[config.mk]
export PLATFORM = sky130hd
export DESIGN_NAME = mqtt_control_packet_acknowledger
export DESIGN_NICKNAME = d
export VERILOG_FILES = /design/src/hdl/mcpa_pkg.sv /design/src/hdl/mcpa_parser.sv /design/src/hdl/mcpa_serializer.sv /design/src/hdl/mqtt_control_packet_acknowledger.sv
export SDC_FILE = /design/constraint.sdc
export NUM_CORES = 1
export LEC_CHECK = 0
export ABC_CLOCK_PERIOD_IN_PS = 6400
export BUFFER_PORTS_ARGS = -buffer_cell sky130_fd_sc_hd__buf_2
export CELL_PAD_IN_SITES_DETAIL_PLACEMENT = 1
export CELL_PAD_IN_SITES_GLOBAL_PLACEMENT = 2
export CORE_MARGIN = 2
export CORE_UTILIZATION = 40
export DETAILED_ROUTE_END_ITERATION = 6
export GPL_TIMING_DRIVEN = 0
export PLACE_DENSITY_LB_ADDON = 0.1
export SYNTH_ARGS = -nofsm -noshare
export SYNTH_HDL_FRONTEND = slang
export SYNTH_SLANG_ARGS = --single-unit
export TNS_END_PERCENT = 20
[constraint.sdc]
create_clock -name clk -period 6.4 [get_ports clk]
set_input_delay 1.28 -clock clk [delete_from_list [all_inputs] [get_ports clk]]
set_output_delay 1.28 -clock clk [all_outputs]
set_load 0.02 [all_outputs]
[src/hdl/mcpa_pkg.sv]
// ----------------------------------------------------------------------------
// MQTT control packet acknowledger: shared definitions
// Packet type codes, status codes, the acknowledgement descriptor passed from
// the parser to the serialiser, and the table of acknowledgement bytes.
// ----------------------------------------------------------------------------
package mcpa_pkg;

  // Longest variable byte integer accepted, in bytes.
  localparam int unsigned MAX_LENGTH_BYTES = 4;

  // Control packet types (upper nibble of the fixed header).
  localparam logic [3:0] PKT_CONNECT     = 4'd1;
  localparam logic [3:0] PKT_CONNACK     = 4'd2;
  localparam logic [3:0] PKT_PUBLISH     = 4'd3;
  localparam logic [3:0] PKT_PUBACK      = 4'd4;
  localparam logic [3:0] PKT_PUBREC      = 4'd5;
  localparam logic [3:0] PKT_PUBREL      = 4'd6;
  localparam logic [3:0] PKT_PUBCOMP     = 4'd7;
  localparam logic [3:0] PKT_SUBSCRIBE   = 4'd8;
  localparam logic [3:0] PKT_UNSUBSCRIBE = 4'd10;
  localparam logic [3:0] PKT_PINGREQ     = 4'd12;
  localparam logic [3:0] PKT_PINGRESP    = 4'd13;
  localparam logic [3:0] PKT_DISCONNECT  = 4'd14;

  // Status codes.
  localparam logic [2:0] ST_OK          = 3'd0;
  localparam logic [2:0] ST_LENGTH      = 3'd1;
  localparam logic [2:0] ST_TRUNCATED   = 3'd2;
  localparam logic [2:0] ST_UNSUPPORTED = 3'd3;
  localparam logic [2:0] ST_DISCONNECT  = 3'd4;

  // Everything needed to play out the response to one packet.
  typedef struct packed {
    logic        has;      // response carries ack bytes
    logic [2:0]  count;    // number of beats, 1 to 6
    logic [3:0]  kind;     // type of the received packet
    logic [2:0]  status;
    logic [15:0] ident;    // identifier shown on every beat
    logic [1:0]  qos;      // granted QoS for SUBACK
    logic [1:0]  pub_qos;  // QoS of a received PUBLISH
  } ack_desc_t;

  // Byte number idx of the acknowledgement for a packet of the given kind.
  function automatic logic [7:0] ack_byte(input logic [3:0]  kind,
                                          input logic [1:0]  pub_qos,
                                          input logic [15:0] ident,
                                          input logic [1:0]  qos,
                                          input logic [2:0]  idx);
    logic [7:0] head;
    logic [7:0] len;
    logic [7:0] tail;
    logic [7:0] res;
    head = 8'h00;
    len  = 8'h02;
    tail = 8'h00;
    case (kind)
      PKT_CONNECT: begin
        head = {PKT_CONNACK, 4'h0};
        len  = 8'h03;
      end
      PKT_PUBLISH: begin
        head = (pub_qos == 2'd1) ? {PKT_PUBACK, 4'h0} : {PKT_PUBREC, 4'h0};
      end
      PKT_PUBREC:      head = {PKT_PUBREL, 4'h2};
      PKT_PUBREL:      head = {PKT_PUBCOMP, 4'h0};
      PKT_SUBSCRIBE: begin
        head = 8'h90;
        len  = 8'h04;
        tail = {6'd0, qos};
      end
      PKT_UNSUBSCRIBE: begin
        head = 8'hB0;
        len  = 8'h03;
      end
      PKT_PINGREQ: begin
        head = {PKT_PINGRESP, 4'h0};
        len  = 8'h00;
      end
      default:         head = 8'h00;
    endcase
    case (idx)
      3'd0:    res = head;
      3'd1:    res = len;
      3'd2:    res = (kind == PKT_CONNECT) ? 8'h00 : ident[15:8];
      3'd3:    res = (kind == PKT_CONNECT) ? 8'h00 : ident[7:0];
      3'd5:    res = tail;
      default: res = 8'h00;
    endcase
    return res;
  endfunction

endpackage

[src/hdl/mcpa_parser.sv]
// ----------------------------------------------------------------------------
// MQTT control packet acknowledger: packet parser
// Walks the packet one byte per beat and, on the last byte, registers a
// descriptor of the response for the serialiser.
// ----------------------------------------------------------------------------
module mcpa_parser (
  input  logic                clk,
  input  logic                rst,
  input  logic                in_valid,
  output logic                in_ready,
  input  logic [7:0]          data_byte,
  input  logic                last_byte,
  output logic                desc_valid,
  output mcpa_pkg::ack_desc_t desc,
  input  logic                desc_take
);

  localparam logic [2:0] PH_HDR    = 3'd0;
  localparam logic [2:0] PH_RLEN   = 3'd1;
  localparam logic [2:0] PH_IDENT  = 3'd2;
  localparam logic [2:0] PH_PLEN   = 3'd3;
  localparam logic [2:0] PH_SKIP   = 3'd4;
  localparam logic [2:0] PH_TOPLEN = 3'd5;
  localparam logic [2:0] PH_OPTS   = 3'd6;
  localparam logic [2:0] PH_DRAIN  = 3'd7;

  logic [2:0]  parse_phase, parse_phase_next;
  logic [3:0]  type_nibble, type_nibble_next;
  logic [3:0]  flag_nibble, flag_nibble_next;
  logic [27:0] length_accum, length_accum_next;
  logic [2:0]  length_byte_count, length_byte_count_next;
  logic [27:0] body_count, body_count_next;
  logic [27:0] field_length, field_length_next;
  logic [15:0] ident_reg, ident_reg_next;
  logic [1:0]  granted_qos, granted_qos_next;
  logic [2:0]  error_code, error_code_next;

  logic        accept;
  logic        topic_done;
  logic [4:0]  shamt;
  logic [27:0] varint_part;
  logic [1:0]  pub_qos;
  mcpa_pkg::ack_desc_t desc_next;

  assign in_ready = !desc_valid || desc_take;
  assign accept   = in_valid && in_ready;

  assign shamt       = 5'(length_byte_count[1:0]) * 5'd7;
  assign varint_part = 28'(data_byte[6:0]) << shamt;

  always_comb begin
    parse_phase_next       = parse_phase;
    type_nibble_next       = type_nibble;
    flag_nibble_next       = flag_nibble;
    length_accum_next      = length_accum;
    length_byte_count_next = length_byte_count;
    body_count_next        = body_count;
    field_length_next      = field_length;
    ident_reg_next         = ident_reg;
    granted_qos_next       = granted_qos;
    error_code_next        = error_code;
    topic_done             = 1'b0;
    if (parse_phase == PH_HDR) begin
      type_nibble_next       = data_byte[7:4];
      flag_nibble_next       = data_byte[3:0];
      length_accum_next      = '0;
      length_byte_count_next = '0;
      body_count_next        = '0;
      field_length_next      = '0;
      ident_reg_next         = '0;
      granted_qos_next       = '0;
      error_code_next        = mcpa_pkg::ST_OK;
      parse_phase_next       = PH_RLEN;
    end else if (parse_phase == PH_RLEN) begin
      length_accum_next      = length_accum | varint_part;
      length_byte_count_next = length_byte_count + 3'd1;
      if (data_byte[7]) begin
        if (length_byte_count_next >= 3'(mcpa_pkg::MAX_LENGTH_BYTES)) begin
          error_code_next  = mcpa_pkg::ST_LENGTH;
          parse_phase_next = PH_DRAIN;
        end
      end else begin
        length_byte_count_next = '0;
        field_length_next      = '0;
        if (type_nibble == mcpa_pkg::PKT_PUBLISH) begin
          parse_phase_next = PH_TOPLEN;
        end else if ((type_nibble >= mcpa_pkg::PKT_PUBACK &&
                      type_nibble <= mcpa_pkg::PKT_SUBSCRIBE) ||
                     type_nibble == mcpa_pkg::PKT_UNSUBSCRIBE) begin
          parse_phase_next = PH_IDENT;
        end else begin
          parse_phase_next = PH_DRAIN;
        end
      end
    end else if (body_count < length_accum) begin
      body_count_next = body_count + 28'd1;
      if (error_code == mcpa_pkg::ST_OK) begin
        case (parse_phase)
          PH_IDENT: begin
            if (length_byte_count == 3'd0) begin
              ident_reg_next         = {data_byte, 8'h00};
              length_byte_count_next = 3'd1;
            end else begin
              ident_reg_next         = ident_reg | 16'(data_byte);
              length_byte_count_next = '0;
              if (type_nibble == mcpa_pkg::PKT_SUBSCRIBE) begin
                parse_phase_next  = PH_PLEN;
                field_length_next = '0;
              end else begin
                parse_phase_next = PH_DRAIN;
              end
            end
          end
          PH_PLEN: begin
            field_length_next      = field_length | varint_part;
            length_byte_count_next = length_byte_count + 3'd1;
            if (data_byte[7]) begin
              if (length_byte_count_next >= 3'(mcpa_pkg::MAX_LENGTH_BYTES)) begin
                error_code_next  = mcpa_pkg::ST_LENGTH;
                parse_phase_next = PH_DRAIN;
              end
            end else if (field_length_next == 28'd0) begin
              parse_phase_next       = PH_TOPLEN;
              length_byte_count_next = '0;
            end else begin
              parse_phase_next = PH_SKIP;
            end
          end
          PH_SKIP: begin
            field_length_next = field_length - 28'd1;
            if (field_length_next == 28'd0) begin
              // The end of a property block leads to the first topic filter.
              if (type_nibble == mcpa_pkg::PKT_SUBSCRIBE && length_byte_count != 3'd0) begin
                parse_phase_next       = PH_TOPLEN;
                length_byte_count_next = '0;
              end else begin
                topic_done = 1'b1;
              end
            end
          end
          PH_TOPLEN: begin
            if (length_byte_count == 3'd0) begin
              field_length_next      = {12'd0, data_byte, 8'h00};
              length_byte_count_next = 3'd1;
            end else begin
              field_length_next      = field_length | 28'(data_byte);
              length_byte_count_next = '0;
              if (field_length_next == 28'd0) begin
                topic_done = 1'b1;
              end else begin
                parse_phase_next = PH_SKIP;
              end
            end
          end
          PH_OPTS: begin
            granted_qos_next       = data_byte[1:0];
            parse_phase_next       = PH_TOPLEN;
            length_byte_count_next = '0;
          end
          default: begin
          end
        endcase
        if (topic_done) begin
          if (type_nibble == mcpa_pkg::PKT_SUBSCRIBE) begin
            parse_phase_next = PH_OPTS;
          end else if (flag_nibble[2:1] != 2'd0) begin
            parse_phase_next       = PH_IDENT;
            length_byte_count_next = '0;
          end else begin
            parse_phase_next = PH_DRAIN;
          end
        end
      end
    end
  end

  // Response descriptor, worked out from the state after this byte.
  assign pub_qos = flag_nibble_next[2:1];

  always_comb begin
    desc_next         = '0;
    desc_next.count   = 3'd1;
    desc_next.kind    = type_nibble_next;
    desc_next.status  = mcpa_pkg::ST_OK;
    desc_next.qos     = granted_qos_next;
    desc_next.pub_qos = pub_qos;
    if (error_code_next != mcpa_pkg::ST_OK) begin
      desc_next.status = mcpa_pkg::ST_LENGTH;
    end else if (parse_phase_next == PH_RLEN || body_count_next < length_accum_next) begin
      desc_next.status = mcpa_pkg::ST_TRUNCATED;
    end else begin
      case (type_nibble_next)
        mcpa_pkg::PKT_CONNECT: begin
          desc_next.has   = 1'b1;
          desc_next.count = 3'd5;
        end
        mcpa_pkg::PKT_PUBLISH: begin
          if (pub_qos == 2'd1 || pub_qos == 2'd2) begin
            desc_next.has   = 1'b1;
            desc_next.count = 3'd4;
            desc_next.ident = ident_reg_next;
          end else if (pub_qos == 2'd3) begin
            desc_next.status = mcpa_pkg::ST_UNSUPPORTED;
          end
        end
        mcpa_pkg::PKT_PUBACK, mcpa_pkg::PKT_PUBCOMP: begin
          desc_next.ident = ident_reg_next;
        end
        mcpa_pkg::PKT_PUBREC, mcpa_pkg::PKT_PUBREL: begin
          desc_next.has   = 1'b1;
          desc_next.count = 3'd4;
          desc_next.ident = ident_reg_next;
        end
        mcpa_pkg::PKT_SUBSCRIBE: begin
          desc_next.has   = 1'b1;
          desc_next.count = 3'd6;
          desc_next.ident = ident_reg_next;
        end
        mcpa_pkg::PKT_UNSUBSCRIBE: begin
          desc_next.has   = 1'b1;
          desc_next.count = 3'd5;
          desc_next.ident = ident_reg_next;
        end
        mcpa_pkg::PKT_PINGREQ: begin
          desc_next.has   = 1'b1;
          desc_next.count = 3'd2;
        end
        mcpa_pkg::PKT_DISCONNECT: desc_next.status = mcpa_pkg::ST_DISCONNECT;
        default:                  desc_next.status = mcpa_pkg::ST_UNSUPPORTED;
      endcase
    end
  end

  always_ff @(posedge clk) begin
    if (rst) begin
      parse_phase <= PH_HDR;
      desc_valid  <= 1'b0;
    end else begin
      if (accept) begin
        parse_phase <= last_byte ? PH_HDR : parse_phase_next;
      end
      if (accept && last_byte) begin
        desc_valid <= 1'b1;
      end else if (desc_take) begin
        desc_valid <= 1'b0;
      end
    end
  end

  always_ff @(posedge clk) begin
    if (accept) begin
      type_nibble       <= type_nibble_next;
      flag_nibble       <= flag_nibble_next;
      length_accum      <= length_accum_next;
      length_byte_count <= length_byte_count_next;
      body_count        <= body_count_next;
      field_length      <= field_length_next;
      ident_reg         <= ident_reg_next;
      granted_qos       <= granted_qos_next;
      error_code        <= error_code_next;
    end
    if (accept && last_byte) begin
      desc <= desc_next;
    end
  end

endmodule

[src/hdl/mcpa_serializer.sv]
// ----------------------------------------------------------------------------
// MQTT control packet acknowledger: response serialiser
// Holds one response descriptor and plays it out as one beat per ack byte, or as one status beat.
// ----------------------------------------------------------------------------
module mcpa_serializer (
  input  logic                clk,
  input  logic                rst,
  input  logic                desc_valid,
  input  mcpa_pkg::ack_desc_t desc,
  output logic                desc_take,
  output logic                m_tvalid,
  input  logic                m_tready,
  output logic [31:0]         m_tdata,
  output logic                m_tlast,
  output logic                m_tuser
);

  logic                busy;
  logic [2:0]          idx;
  mcpa_pkg::ack_desc_t cur;
  logic                final_beat;
  logic [7:0]          resp_byte;

  assign final_beat = (idx == cur.count - 3'd1);
  assign desc_take  = desc_valid && (!busy || (m_tready && final_beat));

  assign resp_byte = cur.has ? mcpa_pkg::ack_byte(cur.kind, cur.pub_qos, cur.ident,
                                                  cur.qos, idx) : 8'h00;

  assign m_tvalid = busy;
  assign m_tlast  = final_beat;
  assign m_tuser  = cur.has;
  assign m_tdata  = {1'b0, cur.ident, cur.kind, cur.status, resp_byte};

  always_ff @(posedge clk) begin
    if (rst) begin
      busy <= 1'b0;
      idx  <= '0;
    end else if (desc_take) begin
      busy <= 1'b1;
      idx  <= '0;
    end else if (busy && m_tready) begin
      if (final_beat) begin
        busy <= 1'b0;
      end else begin
        idx <= idx + 3'd1;
      end
    end
  end

  always_ff @(posedge clk) begin
    if (desc_take) begin
      cur <= desc;
    end
  end

endmodule

[src/hdl/mqtt_control_packet_acknowledger.sv]
// ----------------------------------------------------------------------------
// MQTT control packet acknowledger
// Parses MQTT v5 control packets byte by byte and returns acknowledgements.
// ----------------------------------------------------------------------------
// The slave side takes one packet byte per beat in s_tdata, with s_tlast on
// the final byte; while s_tready is high, bytes flow in at one beat per
// clock.
// On the s_tlast beat the parser registers a response descriptor. Once idle,
// the serialiser copies it into its own register and drives the first
// response beat from that register.
// A response is one to six beats: one per acknowledgement byte with m_tuser
// high, or a single status beat with m_tuser low; m_tlast marks its last
// beat. The master side plays out one beat per cycle while m_tready is high,
// and back-to-back responses follow with no gap; that bounds throughput.
// When the receiver stalls, the serialiser holds its beat and one further
// response waits in the descriptor register. The slave side keeps taking
// bytes until the next packet ends; s_tready then stays low until the last
// beat of the current response is taken, rising in that same cycle.
// A synchronous reset on rst clears the parser and drops any held response.
// ----------------------------------------------------------------------------
module mqtt_control_packet_acknowledger (
  input  logic        clk,
  input  logic        rst,
  input  logic        s_tvalid,
  output logic        s_tready,
  input  logic [7:0]  s_tdata,   // [7:0] data_byte
  input  logic        s_tlast,   // last_byte
  output logic        m_tvalid,
  input  logic        m_tready,
  output logic [31:0] m_tdata,   // [7:0] resp_byte, [10:8] status,
                                 // [14:11] packet_kind, [30:15] packet_ident, [31] zero
  output logic        m_tlast,   // resp_last
  output logic        m_tuser    // has_byte
);

  // Descriptor hand-off between the parser and the serialiser.
  logic                desc_valid;
  logic                desc_take;
  mcpa_pkg::ack_desc_t desc;

  // The parser owns the slave side and keeps all per-packet state.
  mcpa_parser u_parser (
    .clk        (clk),
    .rst        (rst),
    .in_valid   (s_tvalid),
    .in_ready   (s_tready),
    .data_byte  (s_tdata),
    .last_byte  (s_tlast),
    .desc_valid (desc_valid),
    .desc       (desc),
    .desc_take  (desc_take)
  );

  // The serialiser owns the master side and steps through the response bytes.
  mcpa_serializer u_serializer (
    .clk        (clk),
    .rst        (rst),
    .desc_valid (desc_valid),
    .desc       (desc),
    .desc_take  (desc_take),
    .m_tvalid   (m_tvalid),
    .m_tready   (m_tready),
    .m_tdata    (m_tdata),
    .m_tlast    (m_tlast),
    .m_tuser    (m_tuser)
  );

endmodule
# == After elaboration in Yosys (flattened, before gate mapping) ==
# Index checks and enable logic that the tools add are counted.
# totals
reg_bits,185
latch_bits,0
mem_bits_rw,0
mem_bits_ro,0
output_inout_bits,36
n_memories,0
# op_classes
add_sub_neg,5
multipliers,1
n_div,0
order_cmp,5
eq_ne,39
shift,1
muxes,97
n_bitwise,5
n_reduce_logical,43
# ops
operator,count
28-bit 2-to-1 mux,12
3-bit 2-to-1 mux,38
16-bit 2-to-1 mux,7
28-bit one-hot mux with 4 select lines,1
28-bit logical NOT,3
28-bit less-than comparator,2
28-bit OR,2
8-bit one-hot mux with 7 select lines,1
8-bit one-hot mux with 5 select lines,1
"4-bit == test, second input constant",9
16-bit one-hot mux with 2 select lines,1
"28-bit by 1-bit adder with 28-bit output, second input constant",1
28-bit by 8-bit OR with 28-bit output,1
7-bit by 5-bit left shift with 28-bit output,1
"28-bit by 1-bit subtractor with 28-bit output, second input constant",1
"4-bit by 3-bit == test with 1-bit output, second input constant",6
8-bit 2-to-1 mux,3
4-bit one-hot mux with 5 select lines,1
2-bit 2-to-1 mux,9
3-bit one-hot mux with 3 select lines,2
16-bit by 8-bit OR with 16-bit output,1
1-bit 2-to-1 mux,15
3-bit one-hot mux with 5 select lines,1
"3-bit by 2-bit == test with 1-bit output, second input constant",4
other kinds (34),73

# == Longest topological paths before layout ==
# Gate-level depths: netlist of run 1.
# logic_depth
ltp_word,17
ltp_mapped,23
depth_no_buf,21

# == Hierarchy ==
# From an unflattened synthesis of run 1, not the netlist that was laid out.
# unflattened
cells_unflattened,1188
area_unflattened_um2,11573.6
# modules_own_cells
module,n_inst,cells_per_inst,area_per_inst_um2,seq_area_each_um2
mcpa_parser,1,1037,9760.6,4434.3
mcpa_serializer,1,151,1813.0,1011.0

# == Worst setup path before layout of run 1 ==
# Ideal clock, no wire load.
# synth_path
path_type,register to register
from,register u_parser.body_count[5]
to,register u_parser.desc[12] (netlist name)
setup_ns,0.150
t_arrival_ns,4.661
required_ns,6.250
path_slack_ns,1.589
stages_incl_launch_ff,22
path_buffers,2
path_cell_list,edfxtp_1 -> ha_1 -> a211oi_1 -> nor2_1 -> a211oi_1 -> o211ai_1 -> nor2_1 -> and4_1 -> clkbuf_1 -> and4_1 -> xnor2_1 -> nor2_1 -> ha_1 -> nand4_1 -> or2_2 -> nor4_1 -> nor4b_1 -> o211ai_1 -> o211ai_1 -> o211ai_4 -> buf_6 -> nor3_2
# synth_between
elab_chain_len,7
# synth_rtl
element,line_no,rtl
start: declaration,mcpa_parser.sv:32,"logic [27:0] body_count, body_count_next;"
start signal: assignment,mcpa_parser.sv:256,body_count <= body_count_next;
28-bit by 1-bit adder with 28-bit output / 28-bit less-than comparator (equally long branches),"mcpa_parser.sv:96, mcpa_parser.sv:95",
28-bit 2-to-1 mux *,mcpa_parser.sv:95,end else if (body_count < length_accum) begin
28-bit 2-to-1 mux *,mcpa_parser.sv:74,end else if (parse_phase == PH_RLEN) begin
28-bit 2-to-1 mux *,mcpa_parser.sv:63,if (parse_phase == PH_HDR) begin
named net u_parser.body_count_next[26],mcpa_parser.sv:32,
28-bit less-than comparator *,mcpa_parser.sv:189,end else if (parse_phase_next == PH_RLEN || body_count_next < length_accum_next) begin
1-bit logical OR *,mcpa_parser.sv:189,
2-bit OR reduction (no source line) *,--,
# The timed path passes the listed nets; every way through them passes the cells marked *.
# A chain may end at the register's enable or synchronous reset.

# == Final worst setup path of run 1 ==
# layout_path
from,register u_parser.parse_phase[2]
to,register u_parser.desc[13] (netlist name)
# layout_lines
element,line_no,rtl
start: declaration,mcpa_parser.sv:27,"logic [2:0] parse_phase, parse_phase_next;"
start signal: assignment,mcpa_parser.sv:240,parse_phase <= last_byte ? PH_HDR : parse_phase_next;
3-bit by 1-bit == test with 1-bit output,mcpa_parser.sv:74,
28-bit 2-to-1 mux,mcpa_parser.sv:74,
28-bit 2-to-1 mux *,mcpa_parser.sv:63,
named net u_parser.body_count_next[5],mcpa_parser.sv:32,
28-bit less-than comparator *,mcpa_parser.sv:189,
1-bit logical OR *,mcpa_parser.sv:189,
2-bit OR reduction (no source line) *,--,
# The timed path passes the listed nets; every way through them passes the cells marked *. The select of a mux whose other input is x is not followed.

==> results of run 1 <==
-- cells in the final DEF (no fill, tap or decap), drive strengths merged, types with 32 or more instances in the layout --
cell / netlist / layout
buf: 35 / 84
a21oi: 82 / 82
clkbuf: 43 / 60
or2: 40 / 40
nor3: 32 / 32
edfxtp: 176 / 176
o21ai: 48 / 48
ha: 66 / 66
nand2: 81 / 81
inv: 77 / 87
nor2: 103 / 103
-- stage by stage --
| step | std cells | area, sq um |
|---|---|---|
| floorplan | 1139 | 11480 |
| global placement | 1570 | 12190 |
| detailed placement | 1571 | 12250 |
| CTS | 1604 | 12890 |
| global route | 1604 | 12900 |
| finish | 1604 | 12900 |
-- worst paths after layout --
check                          startpoint                  endpoint  slack, ps
hold / removal          u_parser.desc[10]  u_serializer.m_tdata[21]        420
hold reg to reg         u_parser.desc[10]  u_serializer.m_tdata[21]        420
setup reg to reg  u_parser.parse_phase[2]         u_parser.desc[13]        290
setup / recovery  u_parser.parse_phase[2]         u_parser.desc[13]        290
-- cells by family (layout without fill, tap and decap cells) --
logic type / Yosys count / in the layout
other: 1 / 1
adders and majority gates: 66 / 66
DFF: 184 / 184
xor gates and xnor gates: 38 / 38
and+or+nand+nor: 400 / 400
AOI/OAI and AO/OA: 281 / 281
muxes: 13 / 13
buffers and inverters: 156 / 237
-- final cells by class --
type                    instances  area [sq um]  share of cell area, %
well taps                     384         480.5                  3.725
multi-input cells             799          5388                  41.77
inverters                      78         295.3                  2.289
clock buffers                  17         425.4                  3.298
plain buffers                  78         410.4                  3.181
repair buffers                 49         270.3                  2.095
flip-flops and latches        184          5445                  42.21
clock inverters                15         185.2                  1.435
-- critical path, stage by stage, from the launching register on --
cell                        delay (ps)
sky130_fd_sc_hd__dfxtp_1           380
sky130_fd_sc_hd__or2_2             310
sky130_fd_sc_hd__clkbuf_1          210
sky130_fd_sc_hd__nor2_2            490
sky130_fd_sc_hd__clkbuf_1          520
sky130_fd_sc_hd__buf_2             430
sky130_fd_sc_hd__buf_1             650
sky130_fd_sc_hd__nor2_1            160
sky130_fd_sc_hd__ha_1              350
sky130_fd_sc_hd__a21o_1            180
sky130_fd_sc_hd__a21o_1            160
sky130_fd_sc_hd__a2111oi_0         800
sky130_fd_sc_hd__o31ai_2           220
sky130_fd_sc_hd__nor2_1            180
sky130_fd_sc_hd__o211ai_1          260
sky130_fd_sc_hd__o211ai_4          260
sky130_fd_sc_hd__buf_6             230
sky130_fd_sc_hd__nor3_2             50
-- per-layer routing --
metal	up-vias	wire length (microns)	GRT usage [%]
met5	-	0	0
met4	0	460	5.826
met3	32	1303	3.224
met2	182	17050	39.92
met1	4549	16190	32.47
li1	4346	-	-
-- what timing repair did --
action,in CTS,in global routing
setup endpoints to repair,23,10
buffers inserted,1,0
gates cloned,0,0
resized for setup,10,1
pin swaps,1,0
hold buffers,0,0
-- where the power goes --
| group | switching, mW | internal [mW] | total [mW] |
|---|---|---|---|
| combinational | 0.304 | 0.158 | 0.462 |
| sequential | 0.0524 | 1.39 | 1.44 |
| clock | 0.576 | 0.538 | 1.11 |
| total | 0.933 | 2.09 | 3.02 |
==> results.md, run 1 <==
| Step | Item | Reported |
|---|---|---|
| die | Chip width | 173.4 microns |
| final layout | Fill count | 3227 |
| clocking | Sinks on Clock Net | 184 |
| timing | # setup viols final | 0 |
| hold path | Hold Path Stages | 0 |
| setup path | Depth of the worst register-to-register path | 17 |
| place | IO buf count | 47 |
| grt | Total overflow reported by the global router | 0 |
| place | Worst slack, placed | -651.8 ps |
| setup path | Category of the worst setup path launch point | flop |
| die | Rows | 62 |
| synth | XOR/XNOR share of the synthesized area | 2.899% |
| power | Pwr dens | 234.1 mW/mm^2 |
| synth | Fraction of synthesized area in multiplexers | 1.177% |
| outcome | Outcome | finished, final reports clean |
| synth | Combinational family with the most area after synthesis | simple AND/OR/NAND/NOR gates |
| synth | Most common cell in the netlist | sky130_fd_sc_hd__edfxtp_1 |
| power | Maximum VDD drop | 0.1680 mV |
| die | Top-Level Pins | 49 |
| timing | WHS | 420.1 ps |
| drt | Total routed wirelength | 35010 microns |
| grt | Number of antenna violations at the first check in global routing | 0 |
| hold path | Kind of path behind the tightest hold check | flop to flop |
| clocking | TritonCTS clock tree | built |
| job | Max-cap violations | 0 |
| drt | Ratio of routed vias to standard cells | 5.679 |
| setup path | Arrival time at the worst endpoint | 6310 ps |
| synth | Synthesis-stage register bit count | 184 |
| synth | Adder and majority cell fraction of the synthesized area | 7.194% |
| synth | Number of enable-type register cells in the synthesized netlist | 176 |
| clocking | Num CTS Buffers | 17 |
| synth | Commonest cells in the synthesized netlist | sky130_fd_sc_hd__edfxtp_1 (176), sky130_fd_sc_hd__nor2_1 (102), sky130_fd_sc_hd__a21oi_1 (82) |
| drt | Number of routed nets with antenna violations | 0 |
| synth | Sequential area share after synthesis | 47.44% |
| timing | Least setup slack across all paths after layout | 291.6 ps |
| final layout | Area added between synthesis and finish | 12.38% |
| synth | Cell taking the most area after synthesis | sky130_fd_sc_hd__edfxtp_1 |
| die | Area of the placeable core | 0.02847 sq mm |
| clocking | Clock network latency to the later pin of the worst-skew pair | 460 ps |
| die | Total die area | 0.03007 sq mm |
| final layout | Share of the core filled with cells in the final layout | 45.31% |
| place | Routability congestion estimate | 0.7905 |
| synth | Compound-gate portion of the synthesized area | 16.49% |
| clocking | Buffers from clock root to sink, at most | 2 |
| synth | Unique masters post-synth | 80 |
| timing | Final critical-path required period | 6108 ps |
| setup path | Crit path max fanout | 10 |
| grt | Pin count of the biggest net entering global routing | 50 |
| setup path | Critical Path RT | 6600 ps |
| drt | Initial drt markers | 618 |
| clocking | Clk pin slew, worst setup/hold paths | 80 ps |
| die | Starting Density | 40.32% |
| drt | Vias post-DR | 9109 |
| die | Die height | 173.4 microns |
| timing | Setup repair after global routing missed its margin | false |
| synth | Share of flip-flops with an asynchronous set or reset | 0% |
| timing | Highest attainable clock frequency | 163.7 MHz |
| timing | Final number of hold-violating endpoints | 0 |
| timing | Slew at the pin with the worst max-slew slack | 1165 ps |
| setup path | Startpoint-to-endpoint class of the critical path | flop to flop |
| synth | Synthesized-area fraction occupied by and/or/nand/nor cells | 18.69% |
| grt | Wire length of the first global-routing pass | 55030 microns |
| final layout | Post-layout nets | 1286 |
| power | Tot Pwr | 3.020 mW |
| drt | Routed length per instance | 21.82 microns |
| synth | Synthesized instance count | 1139 |
| timing | Period Utilization, post-route | 95.44% |
| synth | Synthesized net count | 1218 |
| timing | Pins over their slew limit | 0 |
| timing | Relative slew slack | 22.35% |
| synth | Main flop type after synthesis | sky130_fd_sc_hd__edfxtp_1 |
| synth | Share of the synthesized area in the top cell type | 46.04% |
| final layout | Number of flip-flops under the largest register name | 31 |
| final layout | Fraction of final layout cells with drive strength greater than 1 | 16.15% |
| grt | Total routing resource utilization after global routing | 23.74% |
| timing | Summed negative setup slack over all endpoints | 0 ps |
| clocking | H-tree Lvls | 4 |
| synth | Synthesized area | 0.01148 sq mm |
| timing | Final worst clock skew | 23.11 ps |
| final layout | Largest register by flop count | u_parser.desc |
| setup path | Critical path capture point type | flop |
| clocking | Buffer cell driving the clock tree root | sky130_fd_sc_hd__clkbuf_16 |
| final layout | Ant. Diodes | 0 |
| drt | Detailed-route DRC error count | 0 |
| grt | Number of global-route vias before repair | 9271 |
| synth | Post-synthesis area per instance | 10.08 sq um |
| synth | Cell types with the largest area share after synthesis | sky130_fd_sc_hd__edfxtp_1 (46%), sky130_fd_sc_hd__ha_1 (7.2%), sky130_fd_sc_hd__a21oi_1 (3.6%) |
| drt | First-pass detailed-route iteration total | 5 |
| synth | Synth Warn # | 0 |
| place | Hpwl dp | 24890 microns |
| power | Leakage power figure | 4.933 nW |
Power figures use the tool's default switching activity.
==> run 2, diff against run 1 <==
ABC_CLOCK_PERIOD_IN_PS = 4900   (was 6400)
CORE_UTILIZATION = 37   (was 40)
clock period = 4.9 ns   (was 6.4 ns; I/O delays follow)
==> run 2 against run 1 <==
Compared with the run above:
- the run now ends with setup timing left
- first-iteration DRC count down 5.0%
- sequential power increased by 31%
- clock power increased by 32%
- wire length rose by 2.5%
- via count increased by 0.30%
- clock skew fell by 14 ps
- largest cell class is now multi-input gates
- final cell count rose by 2.6%
- die area is 7.9% higher
==> results.md, run 2 (same netlist as run 1, synthesis figures left out) <==
| Step | Item | Reported |
|---|---|---|
| outcome | Outcome | finished, violations left |
| outcome | Violated checks | setup timing |
| final layout | Area added between synthesis and finish | 16.95% |
| power | Pwr dens | 300.3 mW/mm^2 |
| drt | Initial drt markers | 587 |
| final layout | Count of non-filler cells in the finished layout | 1646 |
| setup path | FF-to-FF setup slack | -110 ps |
| job | Max-cap violations | 0 |
| timing | Relative slew slack | 18.08% |
| setup path | Cell breakdown of the critical path | ha_1 -> nand4_1 -> nor3_4 -> nand3_1 -> o211ai_1 -> nor2_2 -> and4_4 -> clkbuf_16 -> and4_1 -> xnor2_1 -> nor2_1 -> ha_1 -> nand4_1 -> or2_4 -> nor4_4 -> nor4b_4 -> o211ai_1 -> o211ai_1 -> o211ai_4 -> buf_8 -> nor3_4 |
| die | Area of the placeable core | 0.03059 sq mm |
| final layout | Fraction of final layout cells with drive strength greater than 1 | 19.76% |
| drt | Number of routed nets with antenna violations | 0 |
| place | Number of placed cells counting well taps | 1584 |
| timing | Final worst clock skew | 9.025 ps |
| setup path | Source of the critical timing path | u_parser.body_count[24] |
| drt | Total routed wirelength | 35870 microns |
| power | Leakage power figure | 5.161 nW |
| setup path | Delay of the slowest cell on the worst path | 420 ps |
| final layout | Number of flip-flops under the largest register name | 31 |
| place | Post-placement cell area | 0.01227 sq mm |
| setup path | Critical Path RT | 5190 ps |
| clocking | H-tree Lvls | 4 |
| setup path | Startpoint-to-endpoint class of the critical path | flop to flop |
| timing | Highest attainable clock frequency | 199.7 MHz |
| grt | Number of antenna violations at the first check in global routing | 0 |
| final layout | Ant. Diodes | 0 |
| final layout | Post-layout nets | 1316 |
| grt | Number of global-route vias before repair | 9490 |
| drt | Routed length per instance | 21.79 microns |
| setup path | Crit path max fanout | 6 |
| timing | Final critical-path required period | 5007 ps |
| final layout | Most common cell after layout, fill and taps aside | sky130_fd_sc_hd__edfxtp_1 |
| clocking | Clock network latency to the later pin of the worst-skew pair | 450 ps |
| clocking | Buffer cell driving the clock tree root | sky130_fd_sc_hd__clkbuf_16 |
| timing | Setup repair after global routing missed its margin | true |
| drt | First-pass detailed-route iteration total | 5 |
| drt | Vias post-DR | 9136 |
| grt | Total overflow reported by the global router | 0 |
| grt | Pin count of the biggest net entering global routing | 64 |
| hold path | Launch instance of the worst min-delay path | u_parser.desc[16] |
| timing | Slew at the pin with the worst max-slew slack | 1229 ps |
| setup path | Startpoint of the worst register-to-register path | u_parser.body_count[24] |
| timing | Final number of hold-violating endpoints | 0 |
| place | Hpwl dp | 25220 microns |
| clocking | Buffers from clock root to sink, at most | 2 |
| final layout | Share of the core filled with cells in the final layout | 43.89% |
| drt | Ratio of routed vias to standard cells | 5.550 |
| die | Total die area | 0.03245 sq mm |
| setup path | Critical path capture point type | flop |
| setup path | Category of the worst setup path launch point | flop |
| final layout | Final Instance Area | 0.01342 sq mm |
| setup path | Highest-delay cell along the critical path | sky130_fd_sc_hd__edfxtp_1 |
| timing | Least setup slack across all paths after layout | -106.7 ps |
| place | IO buf count | 47 |
| grt | Total routing resource utilization after global routing | 22.51% |
| timing | Period Utilization, post-route | 102.2% |
| timing | WHS | 417.7 ps |
| final layout | Largest register by flop count | u_parser.desc |
| setup path | Most used cell, CP | sky130_fd_sc_hd__o211ai_1 |
| drt | Detailed-route DRC error count | 0 |
| clocking | TritonCTS clock tree | built |
| setup path | Arrival time at the worst endpoint | 5300 ps |
| die | Die height | 180.1 microns |
| power | Maximum VDD drop | 0.2554 mV |
| place | Worst slack, placed | -2138 ps |
| die | Rows | 64 |
| hold path | Kind of path behind the tightest hold check | flop to flop |
| grt | Wire length of the first global-routing pass | 56410 microns |
| timing | # setup viols final | 16 |
| clocking | Num CTS Buffers | 17 |
| die | Chip width | 180.1 microns |
| die | Starting Density | 37.52% |
| final layout | Most used cells in the layout excluding fill and tap cells | sky130_fd_sc_hd__edfxtp_1 (176), sky130_fd_sc_hd__nor2_1 (97), sky130_fd_sc_hd__nand2_1 (81) |
| timing | Pins over their slew limit | 0 |
| die | Top-Level Pins | 49 |
| place | Routability congestion estimate | 0.8108 |
| clocking | Sinks on Clock Net | 184 |
| clocking | Clk pin slew, worst setup/hold paths | 70 ps |
[run 2: cell count changes in the layout (fill, tap and decap cells not counted), sizes merged]
cell,previous run,this run
buf,84,113
bufinv,0,3
clkbuf,60,63
clkdlybuf4s18,0,1
clkinv,6,2
clkinvlp,0,2
inv,87,83
[run 2: routing by layer]
layer / GRT usage (%) / vias to the layer above / share of wire, %
met5: 0 / - / 0
met1: 31.09 / 4564 / 48
li1: - / 4398 / -
met2: 37.01 / 133 / 48
met3: 2.870 / 41 / 2.7
met4: 6.774 / 0 / 1.9
[run 2: path summary, 6_finish.rpt]
check,depth (start not counted),endpoint
worst min register to register,0,u_serializer.m_tdata[27]
worst max-delay path,21,u_parser.desc[19]
worst min-delay path,0,u_serializer.m_tdata[27]
worst max register to register,21,u_parser.desc[19]
[run 2: metrics by stage]
stage | total power, mW | setup TNS [ps]
5_1_grt | 4.202 | -6408
6_report | 4.031 | -1113
3_5_place_dp | 2.516 | -44940
3_3_place_gp | 2.511 | -46820
2_1_floorplan | 2.299 | 0
4_1_cts | 4.050 | -1180
[run 2: cell type report]
cell class | instances | area, sq um
buffer | 77 | 451.7
clock inverter | 12 | 163.9
sequential | 184 | 5445
tap | 396 | 495.5
multi-input combinational | 799 | 5588
inverter | 78 | 295.3
timing repair buffer | 80 | 548.0
fill | 3458 | 17170
clock buffer | 20 | 436.7
[run 2: worst max-delay path, delay by kind of cell (launching register included)]
family | cells | cell delay [ps]
AO/OA/AOI/OAI | 4 | 1110
XOR/XNOR | 1 | 130
adder cells (fa/ha/maj) | 2 | 600
buffers and inverters | 2 | 360
flip-flops | 1 | 420
AND/OR/NAND/NOR | 12 | 2200
[run 2: repair_timing]
action	CTS	global route
resized for setup	55	12
endpoints found under the setup margin	23	23
hold buffers	0	0
buffers inserted	27	3
gates cloned	1	0
pin swaps	20	3
[run 2: power by group]
part,switching [mW],internal [mW]
sequential,0.0660,1.82
clock,0.661,0.814
combinational,0.429,0.243
total,1.16,2.87
==> run 3, diff against run 2 <==
PLACE_DENSITY = 0.82   (was default)
PLACE_DENSITY_LB_ADDON = default   (was 0.1)
==> run 3 against run 2 <==
Compared with the run above:
- the flow still finishes with violations (setup timing)
- critical path depth up 1
- clock skew up 12 ps
- utilization up 0.30 points
- flip-flop and latch count unchanged
- global-route usage down 0.84 points
- sequential power about the same
- highest routed layer unchanged
- total power about the same
- worst hold slack better by 5.1 ps
==> results.md, run 3 (same netlist as run 1, synthesis figures left out) <==
| Step | Item | Reported |
|---|---|---|
| outcome | Outcome | finished, violations left |
| outcome | Violated checks | setup timing |
| die | Rows | 64 |
| timing | Highest attainable clock frequency | 196.6 MHz |
| final layout | Most used cells in the layout excluding fill and tap cells | sky130_fd_sc_hd__edfxtp_1 (176), sky130_fd_sc_hd__nor2_1 (96), sky130_fd_sc_hd__a21oi_1 (82) |
| setup path | Crit path max fanout | 5 |
| grt | Total routing resource utilization after global routing | 21.67% |
| timing | Pins over their slew limit | 0 |
| timing | Summed negative setup slack over all endpoints | -2744 ps |
| power | Tot Pwr | 4.030 mW |
| setup path | Critical Path RT | 5190 ps |
| die | Chip width | 180.1 microns |
| place | IO buf count | 47 |
| clocking | Buffers from clock root to sink, at most | 2 |
| setup path | Category of the worst setup path launch point | flop |
| clocking | Count of hold-fix buffers inserted at cts | 0 |
| final layout | Most common cell after layout, fill and taps aside | sky130_fd_sc_hd__edfxtp_1 |
| place | Number of placed cells counting well taps | 1583 |
| setup path | Startpoint-to-endpoint class of the critical path | flop to flop |
| final layout | Ant. Diodes | 0 |
| die | Total die area | 0.03245 sq mm |
| timing | Period Utilization, post-route | 103.8% |
| hold path | Kind of path behind the tightest hold check | flop to flop |
| die | Starting Density | 37.52% |
| final layout | Area added between synthesis and finish | 17.76% |
| final layout | Fraction of final layout cells with drive strength greater than 1 | 21.43% |
| drt | First-pass detailed-route iteration total | 5 |
| drt | Initial drt markers | 579 |
| timing | Slew at the pin with the worst max-slew slack | 1176 ps |
| clocking | TritonCTS clock tree | built |
| clocking | Sinks on Clock Net | 184 |
| setup path | Arrival time at the worst endpoint | 5370 ps |
| timing | Final critical-path required period | 5086 ps |
| drt | Number of routed nets with antenna violations | 0 |
| grt | Number of global-route vias before repair | 9696 |
| setup path | Startpoint of the worst register-to-register path | u_parser.body_count[26] |
| grt | Pin count of the biggest net entering global routing | 67 |
| place | Routability congestion estimate | 0.8564 |
| drt | Ratio of routed vias to standard cells | 5.621 |
| timing | Final worst clock skew | 21.46 ps |
| final layout | Count of non-filler cells in the finished layout | 1651 |
| setup path | End point of the critical path | u_parser.desc[12] |
| setup path | Depth of the worst register-to-register path | 22 |
| die | Area of the placeable core | 0.03059 sq mm |
| drt | Routed length per instance | 21.19 microns |
| setup path | FF-to-FF setup slack | -190 ps |
| clocking | Clk pin slew, worst setup/hold paths | 80 ps |
| clocking | Clock network latency to the later pin of the worst-skew pair | 450 ps |
| grt | Number of antenna violations at the first check in global routing | 0 |
| power | Pwr dens | 298.1 mW/mm^2 |
| setup path | Critical path capture point type | flop |
| final layout | Largest register by flop count | u_parser.desc |
| clocking | H-tree Lvls | 4 |
| final layout | Post-layout nets | 1321 |
| die | Top-Level Pins | 49 |
| timing | Final number of hold-violating endpoints | 0 |
| final layout | Share of the core filled with cells in the final layout | 44.19% |
| die | Die height | 180.1 microns |
| timing | Relative slew slack | 21.63% |
| clocking | Buffer cell driving the clock tree root | sky130_fd_sc_hd__clkbuf_16 |
| final layout | Fill count | 3440 |
| power | Maximum VDD drop | 0.1796 mV |
| grt | Total overflow reported by the global router | 0 |
| timing | Setup repair after global routing missed its margin | true |
| grt | Wire length of the first global-routing pass | 55210 microns |
| place | Hpwl dp | 24420 microns |
| drt | Vias post-DR | 9280 |
| timing | Least setup slack across all paths after layout | -185.7 ps |
| setup path | Source of the critical timing path | u_parser.body_count[26] |
| power | Leakage power figure | 5.162 nW |
| drt | Detailed-route DRC error count | 0 |
| timing | # setup viols final | 23 |
| final layout | Number of flip-flops under the largest register name | 31 |
| setup path | Endpoint of the most critical register-to-register path | u_parser.desc[12] |
| clocking | Num CTS Buffers | 17 |
| drt | Total routed wirelength | 34980 microns |
| job | Max-cap violations | 0 |
==> run 3: cell types whose count changed in the layout (fill, tap and decap cells not counted), sizes merged <==
cell	before	now
buf	113	119
bufinv	3	1
clkbuf	63	60
clkdlybuf4s18	1	0
clkinv	2	6
clkinvlp	2	3
==> run 3: worst min path at each step <==
stage | start | endpoint | slack [ps] | cells past startpoint
6_report | u_parser.desc[9] | u_serializer.m_tdata[20] | 420 | 0
5_1_grt | u_parser.desc[16] | u_serializer.m_tdata[27] | 430 | 0
4_1_cts | u_parser.desc[9] | u_serializer.m_tdata[20] | 430 | 0
3_5_place_dp | u_parser.desc[30] | u_serializer.m_tuser | 410 | 0
3_3_place_gp | u_parser.desc[18] | u_serializer.m_tdata[29] | 400 | 0
2_1_floorplan | u_parser.desc[0] | u_serializer.cur[0] | 400 | 0
==> run 3: final cells by class <==
| cell class | instances | area, sq um | share of cell area (%) |
|---|---|---|---|
| multi-input cells | 799 | 5665 | 41.91 |
| well taps | 396 | 495.5 | 3.666 |
| repair buffers | 85 | 561.8 | 4.156 |
| clock inverters | 15 | 181.4 | 1.342 |
| clock buffers | 17 | 425.4 | 3.147 |
| flip-flops and latches | 184 | 5445 | 40.29 |
| plain buffers | 77 | 446.7 | 3.305 |
| inverters | 78 | 295.3 | 2.185 |
==> run 3: layer usage <==
layer	vias to the layer above	part of all wire (%)	GRT usage [%]
met4	0	2.1	7.355
li1	4400	-	-
met5	-	0	0
met2	212	49	37.04
met1	4621	45	28.52
met3	47	3.6	2.587
==> run 3: through the flow <==
step	instance area [sq um]	setup slack, ps	hold WS, ps
6_report	13520	-185.7	422.7
5_1_grt	13520	-367.2	428.8
4_1_cts	13380	-129.9	425.4
3_5_place_dp	12260	-1923	405.9
3_3_place_gp	12210	-1839	401.1
2_1_floorplan	11480	88.62	400.3
==> run 3: power by group <==
group / switching, mW / total, mW / internal (mW)
clock network: 0.711 / 1.44 / 0.733
registers: 0.0660 / 1.88 / 1.82
logic: 0.437 / 0.703 / 0.266
==> run 3: critical path: stages (launching register included) <==
cell	delay (ps)
sky130_fd_sc_hd__edfxtp_1	450
sky130_fd_sc_hd__ha_4	300
sky130_fd_sc_hd__nand4_1	150
sky130_fd_sc_hd__nor3_2	260
sky130_fd_sc_hd__nand3_1	110
sky130_fd_sc_hd__o211ai_1	450
sky130_fd_sc_hd__nor2_2	110
sky130_fd_sc_hd__and4_4	190
sky130_fd_sc_hd__clkbuf_16	150
sky130_fd_sc_hd__and4_1	200
sky130_fd_sc_hd__xnor2_1	150
sky130_fd_sc_hd__nor2_1	90
sky130_fd_sc_hd__ha_1	310
sky130_fd_sc_hd__nand4_1	110
sky130_fd_sc_hd__or2_4	290
sky130_fd_sc_hd__nor4_4	290
sky130_fd_sc_hd__nand3_2	150
sky130_fd_sc_hd__o31ai_4	300
sky130_fd_sc_hd__nor2_2	60
sky130_fd_sc_hd__o211ai_1	260
sky130_fd_sc_hd__o211ai_4	230
sky130_fd_sc_hd__buf_12	200
sky130_fd_sc_hd__nor3_4	110
==> run 3: repair_timing <==
action	4_1_cts	5_1_grt
setup buffers	30	6
pin swaps	26	2
gates resized for setup	52	19
setup endpoints to repair	23	23
cloned	1	0
